<file path="src/hw/rtl/pks_pkg.sv">
package pks_pkg;

  localparam int SMOOTH_DIVIDE = 10;
  localparam int FRACTION_BITS = 8;

  localparam int CFG_W  = 14;
  localparam int ADDR_W = 5;
  localparam int DATA_W = 32;
  localparam int TGT_W  = CFG_W + 1;
  localparam int SM_W   = 24;
  localparam int DUTY_W = 16;
  localparam int DIV_W  = 4;

  typedef logic signed [TGT_W-1:0] target_t;
  typedef logic signed [SM_W-1:0]  smooth_t;

  typedef struct packed {
    logic opcode;
    logic key_pressed;
    logic host_running;
  } in_t;

  typedef struct packed {
    logic              host_power_on;
    logic              shutdown_request;
    logic              backlight_on;
    logic [DUTY_W-1:0] power_led_duty;
    logic [DUTY_W-1:0] standby_led_duty;
    logic [1:0]        indicator_mode;
    logic [3:0]        sequencer_state;
  } out_t;

  typedef struct packed {
    logic [CFG_W-1:0] long_press_ticks;
    logic [CFG_W-1:0] standby_threshold;
    logic [CFG_W-1:0] host_wait_ticks;
    logic [CFG_W-1:0] poweroff_ticks;
    logic [CFG_W-1:0] led_full_level;
    logic [CFG_W-1:0] blink_on_ticks;
    logic [CFG_W-1:0] blink_off_ticks;
    logic [CFG_W-1:0] flash_ticks;
  } cfg_t;

  typedef enum logic [2:0] {
    REG_LONG_PRESS  = 3'd0,
    REG_STANDBY_THR = 3'd1,
    REG_HOST_WAIT   = 3'd2,
    REG_POWEROFF    = 3'd3,
    REG_LED_FULL    = 3'd4,
    REG_BLINK_ON    = 3'd5,
    REG_BLINK_OFF   = 3'd6,
    REG_FLASH       = 3'd7
  } reg_idx_t;

  localparam logic [CFG_W-1:0] RST_LONG_PRESS  = CFG_W'(1000);
  localparam logic [CFG_W-1:0] RST_STANDBY_THR = CFG_W'(950);
  localparam logic [CFG_W-1:0] RST_HOST_WAIT   = CFG_W'(7500);
  localparam logic [CFG_W-1:0] RST_POWEROFF    = CFG_W'(8000);
  localparam logic [CFG_W-1:0] RST_LED_FULL    = CFG_W'(7200);
  localparam logic [CFG_W-1:0] RST_BLINK_ON    = CFG_W'(200);
  localparam logic [CFG_W-1:0] RST_BLINK_OFF   = CFG_W'(1000);
  localparam logic [CFG_W-1:0] RST_FLASH       = CFG_W'(300);

  typedef enum logic [1:0] {
    MODE_ON      = 2'd0,
    MODE_STANDBY = 2'd1,
    MODE_OFF     = 2'd2,
    MODE_SHUT    = 2'd3
  } led_mode_t;

  typedef enum logic [13:0] {
    PS_IDLE       = 14'h0001,
    PS_WAIT_UP    = 14'h0002,
    PS_RUN        = 14'h0004,
    PS_RUN_BL     = 14'h0008,
    PS_HOLD       = 14'h0010,
    PS_HOLD_EVAL  = 14'h0020,
    PS_SD_RELEASE = 14'h0040,
    PS_MED_CHECK  = 14'h0080,
    PS_SB_REL     = 14'h0100,
    PS_SB_PRESS   = 14'h0200,
    PS_WAKE_REL   = 14'h0400,
    PS_HOST_WAIT  = 14'h0800,
    PS_OFF_DELAY  = 14'h1000,
    PS_OFF_REL    = 14'h2000
  } power_state_t;

  typedef enum logic [3:0] {
    SC_IDLE       = 4'd0,
    SC_WAIT_UP    = 4'd1,
    SC_RUN        = 4'd2,
    SC_RUN_BL     = 4'd3,
    SC_HOLD       = 4'd4,
    SC_HOLD_EVAL  = 4'd5,
    SC_SD_RELEASE = 4'd6,
    SC_MED_CHECK  = 4'd7,
    SC_SB_REL     = 4'd8,
    SC_SB_PRESS   = 4'd9,
    SC_WAKE_REL   = 4'd10,
    SC_HOST_WAIT  = 4'd11,
    SC_OFF_DELAY  = 4'd12,
    SC_OFF_REL    = 4'd13
  } state_code_t;

endpackage

</file>
<file path="src/hw/rtl/pks_regs.sv">
module pks_regs (
  input  logic                       clk,
  input  logic                       rst,
  input  logic                       psel,
  input  logic                       penable,
  input  logic                       pwrite,
  input  logic [pks_pkg::ADDR_W-1:0] paddr,
  input  logic [pks_pkg::DATA_W-1:0] pwdata,
  output logic [pks_pkg::DATA_W-1:0] prdata,
  output logic                       pready,
  output pks_pkg::cfg_t              cfg
);
  import pks_pkg::*;

  reg_idx_t         idx;
  logic             wr;
  logic [CFG_W-1:0] wval;
  logic [CFG_W-1:0] rval;

  assign idx    = reg_idx_t'(paddr[ADDR_W-1:2]);
  assign wr     = psel && penable && pwrite;
  assign wval   = pwdata[CFG_W-1:0];
  assign pready = 1'b1;
  assign prdata = DATA_W'(rval);

  always_comb begin
    unique case (idx)
      REG_LONG_PRESS:  rval = cfg.long_press_ticks;
      REG_STANDBY_THR: rval = cfg.standby_threshold;
      REG_HOST_WAIT:   rval = cfg.host_wait_ticks;
      REG_POWEROFF:    rval = cfg.poweroff_ticks;
      REG_LED_FULL:    rval = cfg.led_full_level;
      REG_BLINK_ON:    rval = cfg.blink_on_ticks;
      REG_BLINK_OFF:   rval = cfg.blink_off_ticks;
      REG_FLASH:       rval = cfg.flash_ticks;
      default:         rval = '0;
    endcase
  end

  always_ff @(posedge clk) begin
    if (rst) begin
      cfg.long_press_ticks  <= RST_LONG_PRESS;
      cfg.standby_threshold <= RST_STANDBY_THR;
      cfg.host_wait_ticks   <= RST_HOST_WAIT;
      cfg.poweroff_ticks    <= RST_POWEROFF;
      cfg.led_full_level    <= RST_LED_FULL;
      cfg.blink_on_ticks    <= RST_BLINK_ON;
      cfg.blink_off_ticks   <= RST_BLINK_OFF;
      cfg.flash_ticks       <= RST_FLASH;
    end else if (wr) begin
      unique case (idx)
        REG_LONG_PRESS:  cfg.long_press_ticks  <= wval;
        REG_STANDBY_THR: cfg.standby_threshold <= wval;
        REG_HOST_WAIT:   cfg.host_wait_ticks   <= wval;
        REG_POWEROFF:    cfg.poweroff_ticks    <= wval;
        REG_LED_FULL:    cfg.led_full_level    <= wval;
        REG_BLINK_ON:    cfg.blink_on_ticks    <= wval;
        REG_BLINK_OFF:   cfg.blink_off_ticks   <= wval;
        REG_FLASH:       cfg.flash_ticks       <= wval;
        default: ;
      endcase
    end
  end

endmodule

</file>
<file path="config.mk">
export PLATFORM = sky130hd
export DESIGN_NAME = pks_regs
export DESIGN_NICKNAME = d
export VERILOG_FILES = /design/src/hw/rtl/pks_pkg.sv /design/src/hw/rtl/pks_regs.sv
export SDC_FILE = /design/constraint.sdc
export NUM_CORES = 1
export LEC_CHECK = 0
export BUFFER_PORTS_ARGS = -buffer_cell sky130_fd_sc_hd__buf_2
export CAP_MARGIN = 15
export CORE_AREA = 2 2 104 106
export CTS_BUF_LIST = sky130_fd_sc_hd__clkbuf_8
export DETAILED_ROUTE_END_ITERATION = 7
export DIE_AREA = 0 0 106 108
export PLACE_DENSITY = 0.94
export SLEW_MARGIN = 20
export SYNTH_ARGS = -nofsm -noshare
export SYNTH_HDL_FRONTEND = slang
export SYNTH_SLANG_ARGS = --single-unit
</file>
<file path="constraint.sdc">
create_clock -name clk -period 1.5 [get_ports clk]
set_input_delay 0.15 -clock clk [delete_from_list [all_inputs] [get_ports clk]]
set_output_delay 0.15 -clock clk [all_outputs]
set_load 0.05 [all_outputs]
</file>
After elaboration in Yosys (flattened, before gate mapping) --
Index checks and enable logic that the tools add are counted.
Word-level totals: flip-flop bits (word level) 112, bits of input ports 42, output and inout port bits 145, word-level logic and storage cells 27
Operators by class: equality and inequality tests 7, multiplexer cells 1, reduce and logical (&&, ||, !) cells 11
Operators with widths (number):
- $pmux 14 s8 | 1
- $reduce_and 2->1 | 8
- $eq 3x3->1 const B | 4
- $eq 3x2->1 const B | 2
- $eq 3x1->1 const B | 1
- $logic_not 3->1 | 1
- $logic_and 1x1->1 | 2

Depth between registers and ports, before layout --
Gate-level depths: netlist of run 1.
word-level depth 3, gate-level depth with buffers 8, mapped depth without buffers 4

Worst setup path after synthesis of run 1 --
OpenSTA, ideal clock, no wires.
path type register to output, from reg cfg[36] in the netlist's numbering, to out prdata[8] in the netlist's numbering, arrival 1.851 ns, data required time 1.350 ns, path slack -0.501 ns, cell stages (with the launch flop) 4, path buffers 0, cells stage by stage dfxtp_1 mux2i_1 a211o_1 a21oi_1
On the way: word-level cells in the longest chain between the ends 1
Ends and longest elaborated chain:
- start: declaration | RTL line pks_regs.sv:11 | output pks_pkg::cfg_t cfg
- $pmux 14 s8 | RTL line pks_regs.sv:27 | unique case (idx)
- end: declaration | RTL line pks_regs.sv:9 | output logic [pks_pkg::DATA_W-1:0] prdata,
Every way passes these cells.

Worst setup path in the final report of run 1 --
from reg cfg[41] in the netlist's numbering, to out prdata[13] in the netlist's numbering
The elaborated chain is that of the path after synthesis.

==> key figures, run 1 <==
Outcome
  – Status: finished, violations left
  – Violated checks: negative setup slack

Power
  – Internal power: 4300 uW
  – Highest ir drop seen on vdd: 0.563 mV
  – Cell leakage power: between 0.003 and 0.004 uW
  – Sw frac: between 30% and 40%
  – Net switching power: around 1900 uW
  – Total Power Consumption: ~6000 uW
  – Proportion of power drawn by the clock network: 32.4%
  – Proportion of power drawn by combinational gates: 18.5%
  – Part of the total power dissipated in sequential elements: ~49%
  – Ratio of total power to cell area: 846 mW/mm^2

Global routing
  – Global-route wire length before repair: between 20000 and 30000 um
  – Largest net degree at the start of global routing: 37
  – Global-route usage over all layers: about a third
  – Initial antenna violation count: 0
  – Vias in the first global route: between 5k and 6k
  – Global route total overflow: 0

Place
  – DP Worst Slack: -329 ps
  – Total instance count after detailed placement: between 900 and 1k
  – Port Buffer Count: between 100 and 150
  – Detail Placement HPWL: 13100 um
  – Final weighted congestion in routability-driven placement: around 1

Route
  – Post-route DRC violation count: 0
  – Starting DRC count in detailed routing: 800
  – Antenna violation net count after detailed routing: 0
  – Final wirelength: between 20000 and 25000 um
  – Drt first pass iters: 6
  – Routed via count: between 5k and 6k
  – Routed len/inst: 20.4 um
  – Post-DR vias/cell: about 6.0

Hold path
  – Startpoint of the worst hold path: pwdata[5]
  – Kind of path behind the tightest hold check: in2reg
  – Min-Delay Path Depth: 3
  – Hold Crit Endpoint: cfg[61]

Clock network
  – Number of buffers added by the clock tree synthesis step: 9
  – Bufs on Longest Clock Path: 2
  – Count of H-tree levels built during CTS: 3
  – Clock-pin slew of the registers on the worst-case setup and hold paths: between 100 and 150 ps
  – CTS Sinks: 112
  – TritonCTS clock tree: built
  – Clock Latency Late Sink: roughly 380 ps
  – Clock tree root driver cell: sky130_fd_sc_hd__clkbuf_8

Die
  – Number of top-level pins: around 190
  – Die area: roughly 0.011 mm^2
  – Area of the placeable core: 0.0102 mm^2
  – Row Count: 37
  – Initial cell density of the core: between 50 and 60%
  – Die extent in x: 106 um
  – Die height: 108 um

Worst setup path
  – Gate family responsible for the most delay along the worst path: compound AO/OA/AOI/OAI gates
  – Sort of element at the start of the critical path: register
  – Slack of the worst reg-to-reg path: between 500 and 600 ps
  – Stage delay of the slowest cell on the critical path: 360 ps
  – R2r worst-path depth: 4
  – Stages on worst setup path: 6
  – Critical path class: reg2out
  – Cell-by-cell listing of the critical path: mux2_4 > a22o_1 > a221oi_2 > buf_4 > nor2_4 > buf_6
  – Critical-path top delay cell: sky130_fd_sc_hd__dfxtp_2
  – Critical Path Sink Type: output port
  – Buf/Inv on CP: 2
  – End of the worst register-to-register path: cfg[41]
  – Crit path max fanout: 2
  – Endpoint arrival time on the critical path: 1790 ps
  – Startpoint of the most critical register-to-register path: cfg[41]
  – Data required time at the worst endpoint: between 1000 and 1500 ps

STA
  – Achievable clock frequency: 516 MHz
  – Post-route clock period utilization: 129%
  – RSZ-0062 raised after global routing: true
  – Post-route setup TNS: -5070 ps
  – Transition time at the pin with the least slew margin: a little under 600 ps
  – Final worst-path setup slack: -437 ps
  – Headroom to the max-slew limit: between 60 and 70%
  – Count of pins over their slew limit: 0
  – Final setup fails: 14
  – Hold Vio Cnt, Final: 0
  – Post-route minimum period: a little under 2000 ps
  – Worst Clk Skew: 0 ps

Final layout
  – Most used cells in the layout excluding fill and tap cells: 202 x sky130_fd_sc_hd__nand2_1, 133 x sky130_fd_sc_hd__buf_2, 79 x sky130_fd_sc_hd__buf_4
  – Finished Layout Cells: about 1000
  – Area growth from synthesis to layout: 38.0%
  – Footprint of the multi-input gates: between 0.002 and 0.003 mm^2
  – Max FFs per register: 112
  – Final Util: about 71%
  – Storage element area: 0.00233 mm^2
  – Biggest registers after layout: cfg: 112 flops
  – N_diodes: 0
  – Number of fill cells: 682
  – Reg with most FFs: cfg
  – Number of nets in the layout: 886
  – Most frequent standard cell in the layout excluding fill and tap cells: sky130_fd_sc_hd__nand2_1
  – Share of final-layout standard cells stronger than drive strength 1: 43.9%

Yosys
  – Synth Area per Inst: a little under 8 um^2
  – Synthesized area: ~0.0053 mm^2
  – Basic-gate share of the synthesized area counting and, or, nand and nor cells: 25.7%
  – Share of synthesized area occupied by flip-flops and latches: approximately 42%
  – Post-Synth Adder-Cell Area: 0%
  – Count of different cell masters after synthesis: 28
  – Post-synthesis register bit count: around 110
  – Mapped Cells: about 670
  – Combinational family with the most area after synthesis: simple AND/OR/NAND/NOR gates
  – Warnings, synthesis: 0
  – XOR/XNOR share of the synthesized area: 0%
  – Multiplexer share of the synthesized area: approximately 5.9%
  – Synth Area in Compound Gates: 15.3%

Run
  – Reported max-cap violation count: 0
==> cell type report <==
class,instances,area share [%]
inverters,12,0.618
well taps,136,2.33
multi-input cells,474,40.3
clock inverters,5,1.15
repair buffers,235,22.0
clock buffers,9,1.70
flip-flops and latches,112,31.9
==> worst max path at each step <==
stage | slack [ps] | endpoint | startpoint
floorplan | -30 | prdata[8] | cfg[92]
global placement | -310 | prdata[7] | paddr[3]
detailed placement | -330 | prdata[7] | paddr[3]
CTS | -440 | prdata[3] | cfg[3]
global route | -480 | prdata[13] | cfg[41]
finish | -440 | prdata[13] | cfg[41]
==> through the flow <==
stage	area (um^2)	hold slack, ps
4_1_cts	7190	77.3
6_report	7290	90.2
3_3_place_gp	6720	445
3_5_place_dp	6720	450
5_1_grt	7290	97.1
2_1_floorplan	5630	401
==> per-layer routing <==
layer  routed length (um)  global-route usage (%)  share of wire, %
met1                 7600                    42.1                38
met2                 8530                    49.5                43
met3                 2710                    11.0                14
met4                 1180                    14.4               5.9
met5                    0                       0                 0
==> worst register-to-register path: cells and delay by family, from the launching register on <==
family	cells	cell delay, ps
flops	1	380
compound gates	2	250
buf+inv	2	210
==> cell usage after synthesis <==
cell type / instances / area [um^2]
sky130_fd_sc_hd__a211o_1: 6 / 52.6
sky130_fd_sc_hd__inv_1: 12 / 45.0
sky130_fd_sc_hd__nand3b_1: 38 / 285
sky130_fd_sc_hd__buf_4: 37 / 278
sky130_fd_sc_hd__mux2i_1: 13 / 130
sky130_fd_sc_hd__mux2_1: 10 / 113
sky130_fd_sc_hd__nand2b_1: 3 / 18.8
sky130_fd_sc_hd__buf_2: 22 / 110
sky130_fd_sc_hd__clkbuf_1: 24 / 90.1
sky130_fd_sc_hd__mux2_2: 2 / 22.5
sky130_fd_sc_hd__o2bb2ai_1: 1 / 8.76
sky130_fd_sc_hd__mux4_2: 2 / 45.0
sky130_fd_sc_hd__a21oi_1: 71 / 355
sky130_fd_sc_hd__nand4_2: 1 / 12.5
sky130_fd_sc_hd__or2_1: 5 / 31.3
sky130_fd_sc_hd__buf_6: 3 / 33.8
sky130_fd_sc_hd__a221oi_1: 25 / 219
sky130_fd_sc_hd__conb_1: 2 / 7.51
sky130_fd_sc_hd__nand2_1: 203 / 762
sky130_fd_sc_hd__dfxtp_1: 112 / 2240
sky130_fd_sc_hd__a22o_1: 12 / 105
sky130_fd_sc_hd__nor2b_1: 1 / 6.26
sky130_fd_sc_hd__nand4b_4: 1 / 23.8
sky130_fd_sc_hd__o21ai_0: 14 / 70.1
sky130_fd_sc_hd__nor3_4: 2 / 32.5
sky130_fd_sc_hd__nor2_1: 39 / 146
sky130_fd_sc_hd__or3_1: 3 / 18.8
sky130_fd_sc_hd__nor2_2: 3 / 18.8
==> what timing repair did <==
item	CTS	global route
endpoints found under the hold margin	0	0
buffers inserted	8	1
hold buffers	0	0
pin swaps	27	20
gates resized for setup	51	13
endpoints found under the setup margin	14	15
==> power groups by stage <==
stage                     registers (uW)  logic [uW]  clock network [uW]
after floorplan                     3190         673                   0
after global placement              3100         976                   0
after detailed placement            3100         989                   0
after CTS                           3030        1080                1970
after global routing                3030        1190                2110
final                               3030        1140                2000
==> logic make-up after synthesis <==
group / Yosys count
AND/OR/NAND/NOR: 299
other: 2
AO/OA/AOI/OAI: 129
buffers and inverters: 98
flip-flops: 112
multiplexers: 27
Power figures use the tool's default switching activity.
==> run 2, diff against run 1 <==
- CORE_AREA: 2 2 104 106 -> 2 2 112 114
- DIE_AREA: 0 0 106 108 -> 0 0 114 116
- PLACE_DENSITY: 0.94 -> 0.84
==> run 2 against run 1 <==
The run still ends with negative setup slack left; count of clock-buffer cells in the layout rose by 1; clock skew unchanged; cell count increased by 3.0%; sequential power hardly changed; clock power is 5% lower; maximum frequency is 1.6% lower; utilization is 9.7 points lower; first-iteration DRC count fell by 32%; worst setup slack got worse by 32 ps; sequential share of layout area is 0.22 points lower; critical path type unchanged.
==> key figures, run 2 (synthesis gave the netlist of run 1 again) <==
Power
  – Total Power Consumption: approximately 6000 uW
  – Highest ir drop seen on vdd: 0.503 mV
  – Cell leakage power: around 0.0033 uW
  – Ratio of total power to cell area: 827 mW/mm^2

Final layout
  – Reg with most FFs: cfg
  – Finished Layout Cells: approximately 1.0k
  – Number of fill cells: between 900 and 1k
  – Most used cells in the layout excluding fill and tap cells: 202 x sky130_fd_sc_hd__nand2_1, 133 x sky130_fd_sc_hd__buf_2, 99 x sky130_fd_sc_hd__buf_4
  – Biggest registers after layout: cfg: 112 flops
  – Most frequent standard cell in the layout excluding fill and tap cells: sky130_fd_sc_hd__nand2_1
  – Final cell area excluding filler cells: roughly 0.0073 mm^2
  – N_diodes: 0
  – Max FFs per register: 112
  – Number of nets in the layout: 902
  – Area growth from synthesis to layout: 38.9%
  – Share of final-layout standard cells stronger than drive strength 1: between 40% and 50%

Global routing
  – Initial antenna violation count: 0
  – Global-route wire length before repair: approximately 28000 um
  – Global-route usage over all layers: around 27%
  – Vias in the first global route: 5092
  – Largest net degree at the start of global routing: between 70 and 80
  – Global route total overflow: 0

Place
  – Detail Placement HPWL: between 10000 and 15000 um
  – Port Buffer Count: 147
  – Final weighted congestion in routability-driven placement: between 0.9 and 1
  – Area of placed instances: between 0.006 and 0.007 mm^2
  – Total instance count after detailed placement: between 900 and 1k

STA
  – Final setup fails: 14
  – Transition time at the pin with the least slew margin: just over 1000 ps
  – Post-route clock period utilization: 131%
  – Post-route minimum period: approximately 2000 ps
  – Achievable clock frequency: slightly above 500 MHz
  – Final-layout worst hold slack: between 60 and 70 ps
  – RSZ-0062 raised after global routing: true
  – Count of pins over their slew limit: 0
  – Worst Clk Skew: 0 ps
  – Hold Vio Cnt, Final: 0
  – Final worst-path setup slack: -469 ps
  – Headroom to the max-slew limit: 30.7%

Die
  – Die extent in x: between 100 and 150 um
  – Die height: 116 um
  – Area of the placeable core: roughly 0.012 mm^2
  – Die area: about 0.013 mm^2
  – Number of top-level pins: about 190
  – Row Count: 40
  – Initial cell density of the core: between 40% and 50%

Route
  – Routed via count: 5488
  – Final wirelength: around 18000 um
  – Drt first pass iters: 5
  – Routed len/inst: 18.2 um
  – Post-route DRC violation count: 0
  – Starting DRC count in detailed routing: 547
  – Antenna violation net count after detailed routing: 0
  – Post-DR vias/cell: 5.42

Clock network
  – Bufs on Longest Clock Path: 2
  – TritonCTS clock tree: built
  – Clock Latency Late Sink: 380 ps
  – CTS Sinks: about 110
  – Clock-pin slew of the registers on the worst-case setup and hold paths: around 110 ps
  – Number of buffers added by the clock tree synthesis step: 9
  – Post-cts hold buffer count: 0
  – Clock tree root driver cell: sky130_fd_sc_hd__clkbuf_8
  – Count of H-tree levels built during CTS: 3

Worst setup path
  – Crit path max fanout: 2
  – Data required time at the worst endpoint: about 1400 ps
  – Endpoint arrival time on the critical path: around 1800 ps
  – Sort of element at the start of the critical path: register
  – Critical path class: reg2out
  – Critical Path Sink Type: output port

Outcome
  – Status: finished, violations left
  – Violated checks: negative setup slack

Run
  – Reported max-cap violation count: 0

Hold path
  – Kind of path behind the tightest hold check: in2reg
-- run 2: cell types whose count changed in the layout (fill, tap and decap cells not counted), moves of 2 or more --
cell                       delta
sky130_fd_sc_hd__clkinv_4     +2
sky130_fd_sc_hd__buf_4       +20
sky130_fd_sc_hd__mux2_2       +2
sky130_fd_sc_hd__buf_12       -4
sky130_fd_sc_hd__mux2_4       -2
sky130_fd_sc_hd__a221oi_4     -2
sky130_fd_sc_hd__a221oi_1     +2
-- run 2: worst paths after layout --
| kind | startpoint | end | slack [ps] | depth (start not counted) |
|---|---|---|---|---|
| worst min-delay path | pwdata[4] | cfg[32] | 70 | 3 |
| worst min register to register | cfg[70] | cfg[70] | 470 | 2 |
| worst max register to register | cfg[34] | cfg[34] | 610 | 4 |
| worst max-delay path | cfg[17] | prdata[3] | -470 | 6 |
-- run 2: metrics by stage --
step                worst slack, ps  TNS (ps)  utilization, %
floorplan                     -32.2     -35.8               -
global route                   -507     -5890            61.6
CTS                            -495     -5450            61.0
global placement               -258    -10480            57.0
finish                         -469     -5220            61.6
detailed placement             -309    -15070            57.0
-- run 2: where the power goes --
| group | switching, uW | leakage, uW | internal, uW |
|---|---|---|---|
| Sequential | 25.5 | 0.000918 | 3000 |
| Combinational | 749 | 0.00224 | 385 |
| Clock | 1080 | 0.000102 | 825 |
| Total | 1860 | 0.00326 | 4210 |
-- run 2: layout make-up --
cell class / count / area (um^2) / area share, %
Clock inverter: 6 / 68.8 / 0.938
Tap cell: 147 / 184 / 2.51
Inverter: 12 / 45.0 / 0.614
Multi-Input combinational cell: 474 / 2900 / 39.5
Timing Repair Buffer: 251 / 1680 / 22.9
Clock buffer: 10 / 138 / 1.88
Sequential cell: 112 / 2330 / 31.7
-- run 2: per-layer routing --
| metal | global-route usage (%) | part of all wire, % | vias up |
|---|---|---|---|
| li1 | - | - | 2564 |
| met1 | 37.3 | 42 | 2520 |
| met2 | 42.2 | 44 | 346 |
| met3 | 7.48 | 10 | 58 |
| met4 | 9.67 | 3.8 | 0 |
| met5 | 0 | 0 | - |
-- run 2: repair_timing --
action | in CTS | in global routing
pin swaps | 26 | 22
endpoints found under the setup margin | 14 | 14
setup buffers | 9 | 3
gates resized for setup | 51 | 8
-- run 2: worst max-delay path, cell delays in order (launching register included) --
cell and delay (ps):
sky130_fd_sc_hd__dfxtp_2 340, sky130_fd_sc_hd__mux2_4 270, sky130_fd_sc_hd__a22o_1 190, sky130_fd_sc_hd__a221oi_2 270, sky130_fd_sc_hd__buf_4 170, sky130_fd_sc_hd__nor2_4 30, sky130_fd_sc_hd__buf_6 150
